[config.mk]
export PLATFORM = sky130hd
export DESIGN_NAME = subresource_state_tracker
export DESIGN_NICKNAME = d
export VERILOG_FILES = /design/src/hw/rtl/sst_pkg.sv /design/src/hw/rtl/sst_ctrl.sv /design/src/hw/rtl/sst_dp.sv /design/src/hw/rtl/subresource_state_tracker.sv
export SDC_FILE = /design/constraint.sdc
export NUM_CORES = 2
export LEC_CHECK = 0
export ABC_AREA = 1
export BUFFER_PORTS_ARGS = -buffer_cell sky130_fd_sc_hd__buf_2
export CORE_MARGIN = 4
export CORE_UTILIZATION = 60
export CTS_CLUSTER_DIAMETER = 30
export CTS_CLUSTER_SIZE = 12
export DETAILED_ROUTE_END_ITERATION = 7
export HOLD_SLACK_MARGIN = 0.15
export MAX_ROUTING_LAYER = met4
export PLACE_DENSITY_LB_ADDON = 0.25
export SETUP_SLACK_MARGIN = 0.15
export SLEW_MARGIN = 20
export SYNTH_ARGS = -nofsm -noshare
export SYNTH_HDL_FRONTEND = slang
export SYNTH_HIERARCHICAL = 1
export SYNTH_SLANG_ARGS = --single-unit
[constraint.sdc]
create_clock -name clock -period 6.4 [get_ports clock]
set_input_delay 0 -clock clock [delete_from_list [all_inputs] [get_ports clock]]
set_output_delay 0 -clock clock [all_outputs]
set_load 0.1 [all_outputs]
[src/hw/rtl/sst_pkg.sv]
// types and constants shared by the subresource state tracker modules
package sst_pkg;

   localparam int STATE_W   = 5;
   localparam int LEVEL_W   = 4;
   localparam int LAYER_W   = 4;
   localparam int REQ_W     = 3;
   localparam int CFG_W     = 5;
   localparam int CSR_IDX_W = 1;
   localparam int REQ_DATA_W = 16;
   localparam int RSP_DATA_W = 16;

   localparam logic [STATE_W-1:0] STATE_UNKNOWN = 5'd0;

   localparam logic [CSR_IDX_W-1:0] CSR_LEVEL_COUNT = 1'b0;
   localparam logic [CSR_IDX_W-1:0] CSR_LAYER_COUNT = 1'b1;

   typedef enum logic [REQ_W-1:0] {
      REQ_SET_WHOLE   = 3'd0,
      REQ_SET_SUB     = 3'd1,
      REQ_QUERY_SUB   = 3'd2,
      REQ_MERGE_WHOLE = 3'd3,
      REQ_MERGE_SUB   = 3'd4
   } req_kind_type;

   // commands from the controller to the datapath
   typedef struct packed {
      logic load_req;
      logic rd_entry;
      logic set_whole;
      logic rd_old;
      logic dec_old;
      logic rd_new;
      logic inc_new;
      logic load_rsp;
   } sst_cmd_type;

   // status from the datapath to the controller
   typedef struct packed {
      logic whole_go;
      logic sub_go;
      logic rsp_free;
   } sst_status_type;

endpackage

[src/hw/rtl/sst_ctrl.sv]
// sequencing state machine of the subresource state tracker
module sst_ctrl (
   input  logic                    clock,
   input  logic                    reset,
   input  logic                    req_tvalid,
   output logic                    req_tready,
   input  sst_pkg::sst_status_type status,
   output sst_pkg::sst_cmd_type    cmd
);
   import sst_pkg::*;

   typedef enum logic [2:0] {
      ST_IDLE,
      ST_DECODE,
      ST_OLD_RD,
      ST_DEC,
      ST_NEW_RD,
      ST_INC,
      ST_FINISH
   } state_type;

   state_type state_ff;
   state_type state_in;

   assign req_tready = (state_ff == ST_IDLE);

   // next state and commands
   always_comb begin
      state_in = state_ff;
      cmd      = '0;
      case (state_ff)
         ST_IDLE: begin
            if (req_tvalid) begin
               cmd.load_req = 1'b1;
               state_in     = ST_DECODE;
            end
         end
         ST_DECODE: begin
            cmd.rd_entry = 1'b1;
            if (status.whole_go) begin
               cmd.set_whole = 1'b1;
               state_in      = ST_FINISH;
            end else if (status.sub_go) begin
               state_in = ST_OLD_RD;
            end else begin
               state_in = ST_FINISH;
            end
         end
         ST_OLD_RD: begin
            cmd.rd_old = 1'b1;
            state_in   = ST_DEC;
         end
         ST_DEC: begin
            cmd.dec_old = 1'b1;
            state_in    = ST_NEW_RD;
         end
         ST_NEW_RD: begin
            cmd.rd_new = 1'b1;
            state_in   = ST_INC;
         end
         ST_INC: begin
            cmd.inc_new = 1'b1;
            state_in    = ST_FINISH;
         end
         ST_FINISH: begin
            if (status.rsp_free) begin
               cmd.load_rsp = 1'b1;
               state_in     = ST_IDLE;
            end
         end
         default: begin
            state_in = ST_IDLE;
         end
      endcase
   end

   // state register
   always_ff @(posedge clock) begin
      if (reset) begin
         state_ff <= ST_IDLE;
      end else begin
         state_ff <= state_in;
      end
   end

endmodule

[src/hw/rtl/sst_dp.sv]
// datapath: entry table, occupancy counts, config and response register
module sst_dp #(
   parameter int MAX_LEVELS = 16,
   parameter int MAX_LAYERS = 16,
   parameter int NUM_STATES = 32
) (
   input  logic                                clock,
   input  logic                                reset,
   input  logic [sst_pkg::REQ_DATA_W-1:0]      req_tdata,
   output logic                                rsp_tvalid,
   input  logic                                rsp_tready,
   output logic [sst_pkg::RSP_DATA_W-1:0]      rsp_tdata,
   input  logic                                csr_we,
   input  logic [sst_pkg::CSR_IDX_W-1:0]       csr_index,
   input  logic [sst_pkg::CFG_W-1:0]           csr_wdata,
   input  sst_pkg::sst_cmd_type                cmd,
   output sst_pkg::sst_status_type             status
);
   import sst_pkg::*;

   localparam int ENTRY_COUNT = MAX_LEVELS * MAX_LAYERS;
   localparam int ENT_AW      = (ENTRY_COUNT > 1) ? $clog2(ENTRY_COUNT) : 1;
   localparam int OCC_DEPTH   = (NUM_STATES < 32) ? NUM_STATES : 32;
   localparam int OCC_AW      = $clog2(OCC_DEPTH);
   localparam int CNT_W       = $clog2(ENTRY_COUNT + 1);
   localparam int GRP_W       = $clog2(OCC_DEPTH + 1);
   localparam int IDX_W       = 12;
   localparam int TOT_W       = 2 * CFG_W;
   localparam int CMP_W       = 16;

   // clamp a written count into one up to the maximum
   function automatic logic [CFG_W-1:0] sat_count(input logic [CFG_W-1:0] v,
                                                  input int hi);
      logic [CFG_W-1:0] r;
      r = v;
      if (v == '0) begin
         r = CFG_W'(1);
      end else if ({1'b0, v} > (CFG_W+1)'(hi)) begin
         r = CFG_W'(hi);
      end
      return r;
   endfunction

   // latched request fields
   logic [REQ_W-1:0]   req_ff;
   logic [LEVEL_W-1:0] mip_ff;
   logic [LAYER_W-1:0] layer_ff;
   logic [STATE_W-1:0] st_ff;
   logic               did_set_ff;

   // configuration and whole-resource state
   logic [CFG_W-1:0]   level_count_ff;
   logic [CFG_W-1:0]   layer_count_ff;
   logic [STATE_W-1:0] whole_ff;
   logic [GRP_W-1:0]   groups_ff;

   // entry table and its valid bits
   logic [STATE_W-1:0]     ent_mem [ENTRY_COUNT];
   logic [ENTRY_COUNT-1:0] ent_valid_ff;
   logic [STATE_W-1:0]     ent_rd_ff;
   logic                   ent_vrd_ff;

   // occupancy counts and their valid bits
   logic [CNT_W-1:0]     occ_mem [OCC_DEPTH];
   logic [OCC_DEPTH-1:0] occ_valid_ff;
   logic [CNT_W-1:0]     occ_rd_ff;
   logic                 occ_vrd_ff;

   // response register
   logic                  rsp_valid_ff;
   logic [RSP_DATA_W-1:0] rsp_data_ff;

   logic               st_ok;
   logic               addr_ok;
   logic               sub_kind;
   logic [IDX_W-1:0]   idx_wide;
   logic [ENT_AW-1:0]  ent_idx;
   logic [OCC_AW-1:0]  old_idx;
   logic [OCC_AW-1:0]  st_idx;
   logic [OCC_AW-1:0]  occ_raddr;
   logic [OCC_AW-1:0]  occ_waddr;
   logic [CNT_W-1:0]   occ_wdata;
   logic               occ_we;
   logic               dec_ok;
   logic [CNT_W-1:0]   cnt_cur;
   logic [CNT_W-1:0]   cnt_new;
   logic [GRP_W-1:0]   groups_new;
   logic [TOT_W-1:0]   total;
   logic               collapse;
   logic               clear;
   logic [STATE_W-1:0] sub_state;

   // request decode on latched fields
   assign st_ok    = (9'(st_ff) < 9'(NUM_STATES));
   assign addr_ok  = ({1'b0, mip_ff} < level_count_ff) && ({1'b0, layer_ff} < layer_count_ff);
   assign sub_kind = req_ff inside {REQ_SET_SUB, REQ_QUERY_SUB, REQ_MERGE_SUB};
   assign idx_wide = IDX_W'(mip_ff) * IDX_W'(MAX_LAYERS) + IDX_W'(layer_ff);
   assign ent_idx  = idx_wide[ENT_AW-1:0];
   assign old_idx  = ent_rd_ff[OCC_AW-1:0];
   assign st_idx   = st_ff[OCC_AW-1:0];

   assign status.whole_go = st_ok &&
      ((req_ff == REQ_SET_WHOLE) || ((req_ff == REQ_MERGE_WHOLE) && (st_ff != STATE_UNKNOWN)));
   assign status.sub_go = st_ok && addr_ok &&
      ((req_ff == REQ_SET_SUB) || ((req_ff == REQ_MERGE_SUB) && (st_ff != STATE_UNKNOWN))) &&
      !((groups_ff == '0) && (whole_ff == st_ff));
   assign status.rsp_free = !rsp_valid_ff || rsp_tready;

   // count update arithmetic
   assign dec_ok     = ent_vrd_ff && occ_vrd_ff && (occ_rd_ff != '0);
   assign cnt_cur    = occ_vrd_ff ? occ_rd_ff : '0;
   assign cnt_new    = cnt_cur + CNT_W'(1);
   assign groups_new = groups_ff + GRP_W'(cnt_cur == '0);
   assign total      = TOT_W'(level_count_ff) * TOT_W'(layer_count_ff);
   assign collapse   = (groups_new == GRP_W'(1)) && (CMP_W'(cnt_new) == CMP_W'(total));
   assign clear      = csr_we || cmd.set_whole || (cmd.inc_new && collapse);

   // occupancy memory port control
   assign occ_raddr = cmd.rd_old ? old_idx : st_idx;
   assign occ_waddr = cmd.dec_old ? old_idx : st_idx;
   assign occ_wdata = cmd.dec_old ? (occ_rd_ff - CNT_W'(1)) : cnt_new;
   assign occ_we    = (cmd.dec_old && dec_ok) || (cmd.inc_new && !collapse);

   // latch request fields
   always_ff @(posedge clock) begin
      if (cmd.load_req) begin
         req_ff   <= req_tdata[2:0];
         mip_ff   <= req_tdata[6:3];
         layer_ff <= req_tdata[10:7];
         st_ff    <= req_tdata[15:11];
      end
   end

   // control registers
   always_ff @(posedge clock) begin
      if (reset) begin
         did_set_ff     <= 1'b0;
         level_count_ff <= CFG_W'(1);
         layer_count_ff <= CFG_W'(1);
         whole_ff       <= STATE_UNKNOWN;
         groups_ff      <= '0;
         ent_valid_ff   <= '0;
         occ_valid_ff   <= '0;
      end else begin
         if (cmd.load_req) begin
            did_set_ff <= 1'b0;
         end else if (cmd.inc_new) begin
            did_set_ff <= 1'b1;
         end
         if (csr_we) begin
            case (csr_index)
               CSR_LEVEL_COUNT: level_count_ff <= sat_count(csr_wdata, MAX_LEVELS);
               CSR_LAYER_COUNT: layer_count_ff <= sat_count(csr_wdata, MAX_LAYERS);
               default: ;
            endcase
         end
         if (cmd.set_whole || (cmd.inc_new && collapse)) begin
            whole_ff <= st_ff;
         end
         if (clear) begin
            groups_ff    <= '0;
            ent_valid_ff <= '0;
            occ_valid_ff <= '0;
         end else if (cmd.dec_old && dec_ok && (occ_rd_ff == CNT_W'(1))) begin
            groups_ff <= groups_ff - GRP_W'(1);
         end else if (cmd.inc_new) begin
            groups_ff             <= groups_new;
            ent_valid_ff[ent_idx] <= 1'b1;
            occ_valid_ff[st_idx]  <= 1'b1;
         end
      end
   end

   // entry memory
   always_ff @(posedge clock) begin
      if (cmd.inc_new && !collapse) begin
         ent_mem[ent_idx] <= st_ff;
      end
      if (cmd.rd_entry) begin
         ent_rd_ff  <= ent_mem[ent_idx];
         ent_vrd_ff <= ent_valid_ff[ent_idx];
      end
   end

   // occupancy memory
   always_ff @(posedge clock) begin
      if (occ_we) begin
         occ_mem[occ_waddr] <= occ_wdata;
      end
      if (cmd.rd_old || cmd.rd_new) begin
         occ_rd_ff  <= occ_mem[occ_raddr];
         occ_vrd_ff <= occ_valid_ff[occ_raddr];
      end
   end

   // addressed state after the step
   always_comb begin
      sub_state = whole_ff;
      if (sub_kind && addr_ok) begin
         if (did_set_ff) begin
            sub_state = st_ff;
         end else if (ent_vrd_ff) begin
            sub_state = ent_rd_ff;
         end
      end
   end

   // response register
   always_ff @(posedge clock) begin
      if (reset) begin
         rsp_valid_ff <= 1'b0;
      end else if (cmd.load_rsp) begin
         rsp_valid_ff <= 1'b1;
      end else if (rsp_tready) begin
         rsp_valid_ff <= 1'b0;
      end
   end

   always_ff @(posedge clock) begin
      if (cmd.load_rsp) begin
         rsp_data_ff <= {5'b0, whole_ff, (groups_ff == '0), sub_state};
      end
   end

   assign rsp_tvalid = rsp_valid_ff;
   assign rsp_tdata  = rsp_data_ff;

endmodule

[src/hw/rtl/subresource_state_tracker.sv]
// top level of the subresource state tracker
// Tracks the usage state of a resource addressed by mip level and array layer: either one
// uniform state or a table of per-subresource entries with per-state occupancy counts that
// fold the table back to a uniform state once every subresource agrees. One request gives
// one response. The block takes one request at a time. A whole-resource set, a query or an
// ignored request goes from decode straight to the finish state, which registers its
// response and returns to idle for the next request. A subresource set or merge first
// passes through the read, decrement, read and increment states, because the occupancy
// counts sit in a memory that is read and written once for the old state and once for the
// new one. A response waiting on rsp_tready holds the finish state until the register
// frees.
// Configuration writes clear the table at once and need no clearing pass.
module subresource_state_tracker #(
   parameter int MAX_LEVELS = 16,
   parameter int MAX_LAYERS = 16,
   parameter int NUM_STATES = 32
) (
   input  logic                           clock,
   input  logic                           reset,
   // request: req_type[2:0], mip_level[6:3], array_layer[10:7], new_state[15:11]
   input  logic                           req_tvalid,
   output logic                           req_tready,
   input  logic [sst_pkg::REQ_DATA_W-1:0] req_tdata,
   // response: sub_state[4:0], is_uniform[5], uniform_state[10:6], zero[15:11]
   output logic                           rsp_tvalid,
   input  logic                           rsp_tready,
   output logic [sst_pkg::RSP_DATA_W-1:0] rsp_tdata,
   input  logic                           csr_we,
   input  logic [sst_pkg::CSR_IDX_W-1:0]  csr_index,
   input  logic [sst_pkg::CFG_W-1:0]      csr_wdata
);
   import sst_pkg::*;

   sst_cmd_type    cmd;
   sst_status_type status;

   // sequencing
   sst_ctrl u_ctrl (
      .clock      (clock),
      .reset      (reset),
      .req_tvalid (req_tvalid),
      .req_tready (req_tready),
      .status     (status),
      .cmd        (cmd)
   );

   // tables and response
   sst_dp #(
      .MAX_LEVELS (MAX_LEVELS),
      .MAX_LAYERS (MAX_LAYERS),
      .NUM_STATES (NUM_STATES)
   ) u_dp (
      .clock      (clock),
      .reset      (reset),
      .req_tdata  (req_tdata),
      .rsp_tvalid (rsp_tvalid),
      .rsp_tready (rsp_tready),
      .rsp_tdata  (rsp_tdata),
      .csr_we     (csr_we),
      .csr_index  (csr_index),
      .csr_wdata  (csr_wdata),
      .cmd        (cmd),
      .status     (status)
   );

endmodule

Yosys cells after proc, flatten, opt, wreduce, memory -nomap -nowiden
Memories as Yosys holds them, arrays and structs flattened. A register that Yosys moved wholly into a read port is not among the register bits.
Cells that the tools add are included.
{ "totals": {"out_inout_bits": 18, "reg_bits": 343, "elab_cells": 135, "mem_count": 2, "ram_bits": 1568} }
{ "mem_list": {"columns": ["memory", "words", "word_bits", "rd", "rd_clocked_by_memory_dff", "wr", "line", "source"], "rows": [
  ["u_dp.ent_mem", 256, 5, 1, 1, 1, "sst_dp.sv:58", "logic [STATE_W-1:0] ent_mem [ENTRY_COUNT];"],
  ["u_dp.occ_mem", 32, 9, 1, 1, 1, "sst_dp.sv:64", "logic [CNT_W-1:0] occ_mem [OCC_DEPTH];"]
]} }
{ "classes": {"n_mux": 40, "n_bitwise": 4, "n_eq_ne": 16, "n_addsub": 5, "n_mul": 1, "reduce_logical": 43, "magnitude_cmp": 8} }
{ "op_table": {"columns": ["cell", "n"], "rows": [
  ["$or 256x256->256", 1],
  ["$mux 5", 7],
  ["$or 32x32->32", 1],
  ["$pmux 3 s7", 1],
  ["$mux 1", 19],
  ["$mux 9", 2],
  ["$logic_and 1x1->1", 16],
  ["$eq 3x2->1 const B", 4],
  ["$eq 3x3->1 const B", 4],
  ["$lt 5x6->1 const B", 2],
  ["$mux 3", 4],
  ["$mux 6", 2],
  ["$eq 9x10->1", 1],
  ["$lt 4x5->1", 2],
  ["$mul 5x5->10", 1],
  ["$add 9x1->9 const B", 1],
  ["$eq 9x1->1 const B", 1],
  ["$logic_not 9->1", 1],
  ["$lt 8x9->1 const B", 1],
  ["$reduce_bool 9->1", 1],
  ["$sub 9x1->9 const B", 1],
  ["$add 8x4->8", 1],
  ["$bmux 1 s8", 1],
  ["$demux 1 s8", 1],
  ["other kinds (23)", 41]
]} }

Longest topological paths before layout
{ "logic_depth": {"word_depth": 10, "depth_mapped": 23} }

Hierarchy
Netlist, hierarchy kept.
{ "modules_own_cells": {"columns": ["module", "area_each_um2", "cells_per_inst", "seq_area_each_um2", "n_inst"], "rows": [
  ["sst_dp", 78357.7, 6774, 54602.4, 1],
  ["sst_ctrl", 203.9, 38, 60.1, 1]
]} }

Worst setup path before layout
Ideal clock, no wire load.
{ "synth_path": {"path_type": "register to register", "startpoint": "reg u_dp.st_ff[0]", "endpoint": "reg u_dp.occ_rd_ff[6], read port of u_dp.occ_mem, data pin", "stages_incl_launch_ff": 12, "arrival_ns": 5.221, "path_buffers": 3, "path_slack_ns": 0.920, "required_time_ns": 6.140, "setup_time_ns": 0.260, "path_cell_list": "edfxtp_1 buf_2 nand2_1 nand2_1 clkinv_1 buf_2 clkbuf_1 o21ai_0 o221ai_1 nand3_1 o21ai_0 mux2_2"} }
{ "synth_between": {"elab_chain_cells": 1} }
{ "synth_lines": {"columns": ["item", "line", "source"], "rows": [
  ["start, declared", "sst_dp.sv:48", "logic [STATE_W-1:0] st_ff;"],
  ["start signal, assigned", "sst_dp.sv:130", "st_ff <= req_tdata[15:11];"],
  ["$mux 5", "sst_dp.sv:119", "assign occ_raddr = cmd.rd_old ? old_idx : st_idx;"],
  ["end, declared", "sst_dp.sv:66", "logic [CNT_W-1:0] occ_rd_ff;"]
]} }
No other way between the ends.
A chain may end at the register's enable or synchronous reset.

Final worst setup path
{ "layout_path": {"startpoint": "reg u_dp.layer_count_ff[3]", "endpoint": "reg u_dp.ent_valid_ff[144]"} }
{ "layout_between": {"elab_chain_cells": 6} }
{ "layout_lines": {"columns": ["item", "line", "source"], "rows": [
  ["start, declared", "sst_dp.sv:53", "logic [CFG_W-1:0] layer_count_ff;"],
  ["start signal, assigned", "sst_dp.sv:153", "CSR_LAYER_COUNT: layer_count_ff <= sat_count(csr_wdata, MAX_LAYERS);"],
  ["$mul 5x5->10", "sst_dp.sv:114", "assign total = TOT_W'(level_count_ff) * TOT_W'(layer_count_ff);"],
  ["$eq 9x10->1", "sst_dp.sv:115", "assign collapse = (groups_new == GRP_W'(1)) && (CMP_W'(cnt_new) == CMP_W'(total));"],
  ["$logic_and 1x1->1", "sst_dp.sv:115", null],
  ["$logic_and 1x1->1", "sst_dp.sv:116", "assign clear = csr_we || cmd.set_whole || (cmd.inc_new && collapse);"],
  ["$logic_or 1x1->1", "sst_dp.sv:116", null],
  ["$reduce_or 2->1 (no line)", null, null],
  ["end signal, assigned", "sst_dp.sv:142", "ent_valid_ff <= '0;"],
  ["end signal, assigned", "sst_dp.sv:162", "ent_valid_ff <= '0;"],
  ["end signal, assigned by index", "sst_dp.sv:168", "ent_valid_ff[ent_idx] <= 1'b1;"],
  ["end, declared", "sst_dp.sv:59", "logic [ENTRY_COUNT-1:0] ent_valid_ff;"]
]} }
No other way between the ends.

==> reports/qor_table.md <==
| Item | Value | Unit |
|:---|:---|:---|
| Run status | completed | - |
| Reg clk slew, reported paths | 0.07 | ns |
| Area of the core | 0.130 | mm^2 |
| Worst setup path category | reg2reg | - |
| Commonest non-fill, non-tap cell in the layout | sky130_fd_sc_hd__edfxtp_1 | - |
| Avg Inst Size Synth | 11.5 | um^2 |
| Largest net degree at the start of global routing | 205 | - |
| Total length of routed wires | 228 | mm |
| Die X-Extent | 370 | um |
| Number of synthesized register bits | 1925 | - |
| Average routed wire per standard cell | 25.4 | um |
| Highest-count cells in the layout ignoring fill and taps | 1611 x sky130_fd_sc_hd__edfxtp_1, 1055 x sky130_fd_sc_hd__nand2_1, 885 x sky130_fd_sc_hd__nor2_1, 678 x sky130_fd_sc_hd__a22oi_1, 607 x sky130_fd_sc_hd__inv_1 | - |
| CTS buffer count | 349 | - |
| Highest clock rate | 172 | MHz |
| Number of port buffers | 39 | - |
| Nets | 7029 | - |
| Largest vdd supply drop | 0.305 | mV |
| DRC violations left | 0 | - |
| Syn Inst Count | 6812 | - |
| Main synth FF type | sky130_fd_sc_hd__edfxtp_1 | - |
| Combinational family with the most area after synthesis | compound AO/OA/AOI/OAI gates | - |
| Critical path arrival | 6.54 | ns |
| Sort of element at the start of the critical path | flop | - |
| Adder and majority cell fraction of the synthesized area | 0.739 | % |
| Leakage power | 31.5 | nW |
| Fraction of final layout cells sized beyond drive strength 1 | 11.6 | % |
| Max-cap check violation count | 0 | - |
| Leading area contributor after synthesis | sky130_fd_sc_hd__edfxtp_1 | - |
| Worst setup slack after layout | 0.577 | ns |
| Fraction of registers with async set or reset after synthesis | 0 | % |
| Fraction of the yosys area taken by sequential cells | 69.6 | % |
| Buffer depth of the longest clock path | 4 | - |
| Start point of the critical path | u_dp/layer_count_ff[3]$_SDFFE_PP0P_ | - |
| Ratio of final minimum period to clock period | 91.0 | % |
| Crit path time final | 5.82 | ns |
| Mapped cell area | 0.0786 | mm^2 |
| Worst slack after detailed placement | 0.625 | ns |
| RSZ-0062 raised after global routing | false | - |
| Detailed-route vias per instance | 6.36 | - |
| Synth area leaders | sky130_fd_sc_hd__edfxtp_1 62%, sky130_fd_sc_hd__dfxtp_1 8.0%, sky130_fd_sc_hd__a22oi_1 6.5% | - |
| Endpoint of the lowest-slack register-to-register path | u_dp/ent_valid_ff[144]$_SDFFE_PP0P_ | - |
| GRT met2 Usage | 51.1 | % |
| Congestion Overflow GR | 0 | - |
| Last element of the critical path | u_dp/ent_valid_ff[144]$_SDFFE_PP0P_ | - |
| Vias | 57105 | - |
| Met3 usage | 7.49 | % |
| Met1 layer usage reported by global route | 43.7 | % |
| Initial antenna violation count | 4 | - |
| Filler Cell Count | 8284 | - |
| Iter 0 DRT Violations | 8594 | - |
| Syn. warnings | 6 | - |
| Area grow syn2layout | 18.3 | % |
| Via count of the first global-routing pass | 56163 | - |
| Mux cell area share after synthesis | 0.0717 | % |
| Root cell of the clock tree | sky130_fd_sc_hd__clkbuf_16 | - |
| Post-Synth Simple-Gate Area | 11.0 | % |
| Number of pins with negative max-slew slack in the final report | 0 | - |
| Full die area | 0.137 | mm^2 |
| Setup crit end kind | flop | - |
| FF-to-FF path depth | 19 | - |
| Relative slew margins | 14.5 | % |
| Routability congestion estimate | 0.937 | - |
| Power per cell area | 391 | mW/mm^2 |
| Actual transition at the worst max-transition pin | 1.28 | ns |
| Top-Level Pins | 45 | - |
| Detailed-routing iteration count for the pre-antenna-repair pass | 8 | - |
| Global route hottest layer | met2 | - |
| Count of buffers added by post-CTS timing repair for setup | 0 | - |
| Worst R2R Setup Slack | 0.58 | ns |
| Count of standard-cell rows | 132 | - |
| Number of setup violations in the final report | 0 | - |
| H-tree levels | 5 | - |
| Complex-gate fraction of the synthesized area | 13.2 | % |
| Tightest Hold Check Type | in2reg | - |
| Synth cell types | 47 | - |
| Share of the synthesized area in the top cell type | 61.6 | % |
| Inst Count DP | 8290 | - |
| EDFF count, synth | 1611 | - |
| Post-layout instance count excluding filler cells | 8984 | - |
| Data required time at the worst endpoint | 7.12 | ns |
| Fraction of synthesized cell area in xor and xnor cells | 0.156 | % |
| Largest fanout on the critical path | 204 | - |
| Total routing usage reported by global routing | 33.9 | % |
| Final Hold Fails | 0 | - |
| Clk_skew | 0.0730 | ns |
| HPWL after detailed placement | 126 | mm |
| Global-route wire length before repair | 341 | mm |
| Total Negative Setup Slacks | 0 | ns |
| Starting density of the core | 60.5 | % |
| Number of nets still failing antenna checks after routing | 0 | - |
| Number of sinks handled by clock tree synthesis | 1925 | - |
| Start of the worst register-to-register path | u_dp/layer_count_ff[3]$_SDFFE_PP0P_ | - |
| Y dimension of the die | 370 | um |
| Clock network latency to the later pin of the worst-skew pair | 0.91 | ns |
| Clock tree from TritonCTS | built | - |
==> cell families after synthesis <==
family / Yosys count
AOI/OAI and AO/OA: 1597
xor gates and xnor gates: 14
adders and majority gates: 41
buffers and inverters: 1047
DFF: 1925
muxes: 5
other: 1
and+or+nand+nor: 2182
==> layer usage <==
metal	vias up	wire, um	share of wire, %
li1	24604	-	-
met1	27548	83000	36
met2	4085	106000	46
met3	868	27000	12
met4	0	12700	5.6
met5	-	0	0
==> worst min-delay path by stage <==
| stage | from | end | slack, ns | depth (start not counted) |
|---|---|---|---|---|
| floorplan | reset | u_dp/layer_count_ff[3]$_SDFFE_PP0P_ | 0.07 | 1 |
| global placement | req_tdata[11] | u_dp/st_ff[0]$_DFFE_PP_ | 0.18 | 1 |
| detailed placement | req_tdata[10] | u_dp/layer_ff[3]$_DFFE_PP_ | 0.18 | 1 |
| CTS | csr_wdata[2] | u_dp/level_count_ff[0]$_SDFFE_PP1P_ | 0.27 | 6 |
| global route | csr_wdata[0] | u_dp/layer_count_ff[0]$_SDFFE_PP1P_ | 0.31 | 6 |
| finish | csr_wdata[0] | u_dp/layer_count_ff[0]$_SDFFE_PP1P_ | 0.32 | 6 |
==> through the flow <==
step | util, % | total power (W) | instance area [um^2] | hold WS (ns)
detailed placement | 61.9 | 0.0178 | 80400 | 0.178
CTS | 71.6 | 0.0363 | 92900 | 0.273
finish | 71.6 | 0.0363 | 92900 | 0.318
floorplan | - | 0.0164 | 78600 | 0.0691
global placement | 61.9 | 0.0178 | 80400 | 0.177
global route | 71.6 | 0.0373 | 92900 | 0.312
==> state kept, by name, summed over array words and instances, names as in the netlist, 6 cells and up <==
| register | flops |
|---|---|
| u_dp/groups_ff | 6 |
| u_dp/rsp_tdata | 11 |
| u_dp/occ_rd_ff | 9 |
| u_dp/occ_mem | 288 |
| u_dp/occ_valid_ff | 32 |
| u_dp/ent_valid_ff | 256 |
| u_dp/ent_mem | 1280 |
==> synthesized netlist by cell type (all sizes together) (5+ instances only) <==
cell type	n
nor2	911
clkbuf	279
clkinv	7
o221ai	43
nand3b	6
o21bai	76
nand3	85
nand2	1063
xor2	11
o21ai	501
nand4	64
a21oi	113
a31o	31
dfxtp	314
buf	146
edfxtp	1611
a31oi	5
or2	26
ha	32
nor3	23
inv	615
o31ai	6
mux2	5
a22oi	679
fa	9
o22ai	130
==> report_power, final <==
group / total [W] / internal, W / leakage [nW] / switching [W]
registers: 0.0141 / 0.0140 / 17.0 / 0.0000958
clock network: 0.0186 / 0.0122 / 5.72 / 0.00635
logic: 0.00367 / 0.000816 / 8.75 / 0.00286
total: 0.0363 / 0.0270 / 31.5 / 0.00930
==> critical path, stage by stage (launching register included) <==
cell                      delay, ns
sky130_fd_sc_hd__dfxtp_1       0.49
sky130_fd_sc_hd__nand2_1       0.12
sky130_fd_sc_hd__fa_1          0.51
sky130_fd_sc_hd__fa_1          0.55
sky130_fd_sc_hd__inv_1         0.06
sky130_fd_sc_hd__fa_1          0.48
sky130_fd_sc_hd__ha_1          0.36
sky130_fd_sc_hd__or2_2         0.35
sky130_fd_sc_hd__nand2_1       0.09
sky130_fd_sc_hd__nand2_1       0.05
sky130_fd_sc_hd__nand2_1       0.07
sky130_fd_sc_hd__nor2_1        0.05
sky130_fd_sc_hd__nor2_1        0.08
sky130_fd_sc_hd__nand3_1       0.08
sky130_fd_sc_hd__nor2_1        0.13
sky130_fd_sc_hd__nand4_1       0.44
sky130_fd_sc_hd__nand4_4       0.26
sky130_fd_sc_hd__buf_16        0.61
sky130_fd_sc_hd__buf_4         0.64
sky130_fd_sc_hd__nor2_1        0.10
==> layout make-up <==
cell class | count | area (um^2) | area share, %
flip-flops and latches | 1925 | 54700 | 58.8
diodes | 4 | 10.0 | 0.0108
inverters | 622 | 2350 | 2.53
clock inverters | 228 | 2760 | 2.97
well taps | 1742 | 2180 | 2.35
multi-input cells | 3844 | 20000 | 21.5
clock buffers | 400 | 9120 | 9.82
repair buffers | 219 | 1890 | 2.03
==> repair_timing <==
item,4_1_cts,5_1_grt
hold endpoints to repair,147,0
resized for setup,0,1
setup endpoints to repair,0,17
hold buffers,62,0
Power figures use the tool's default switching activity.
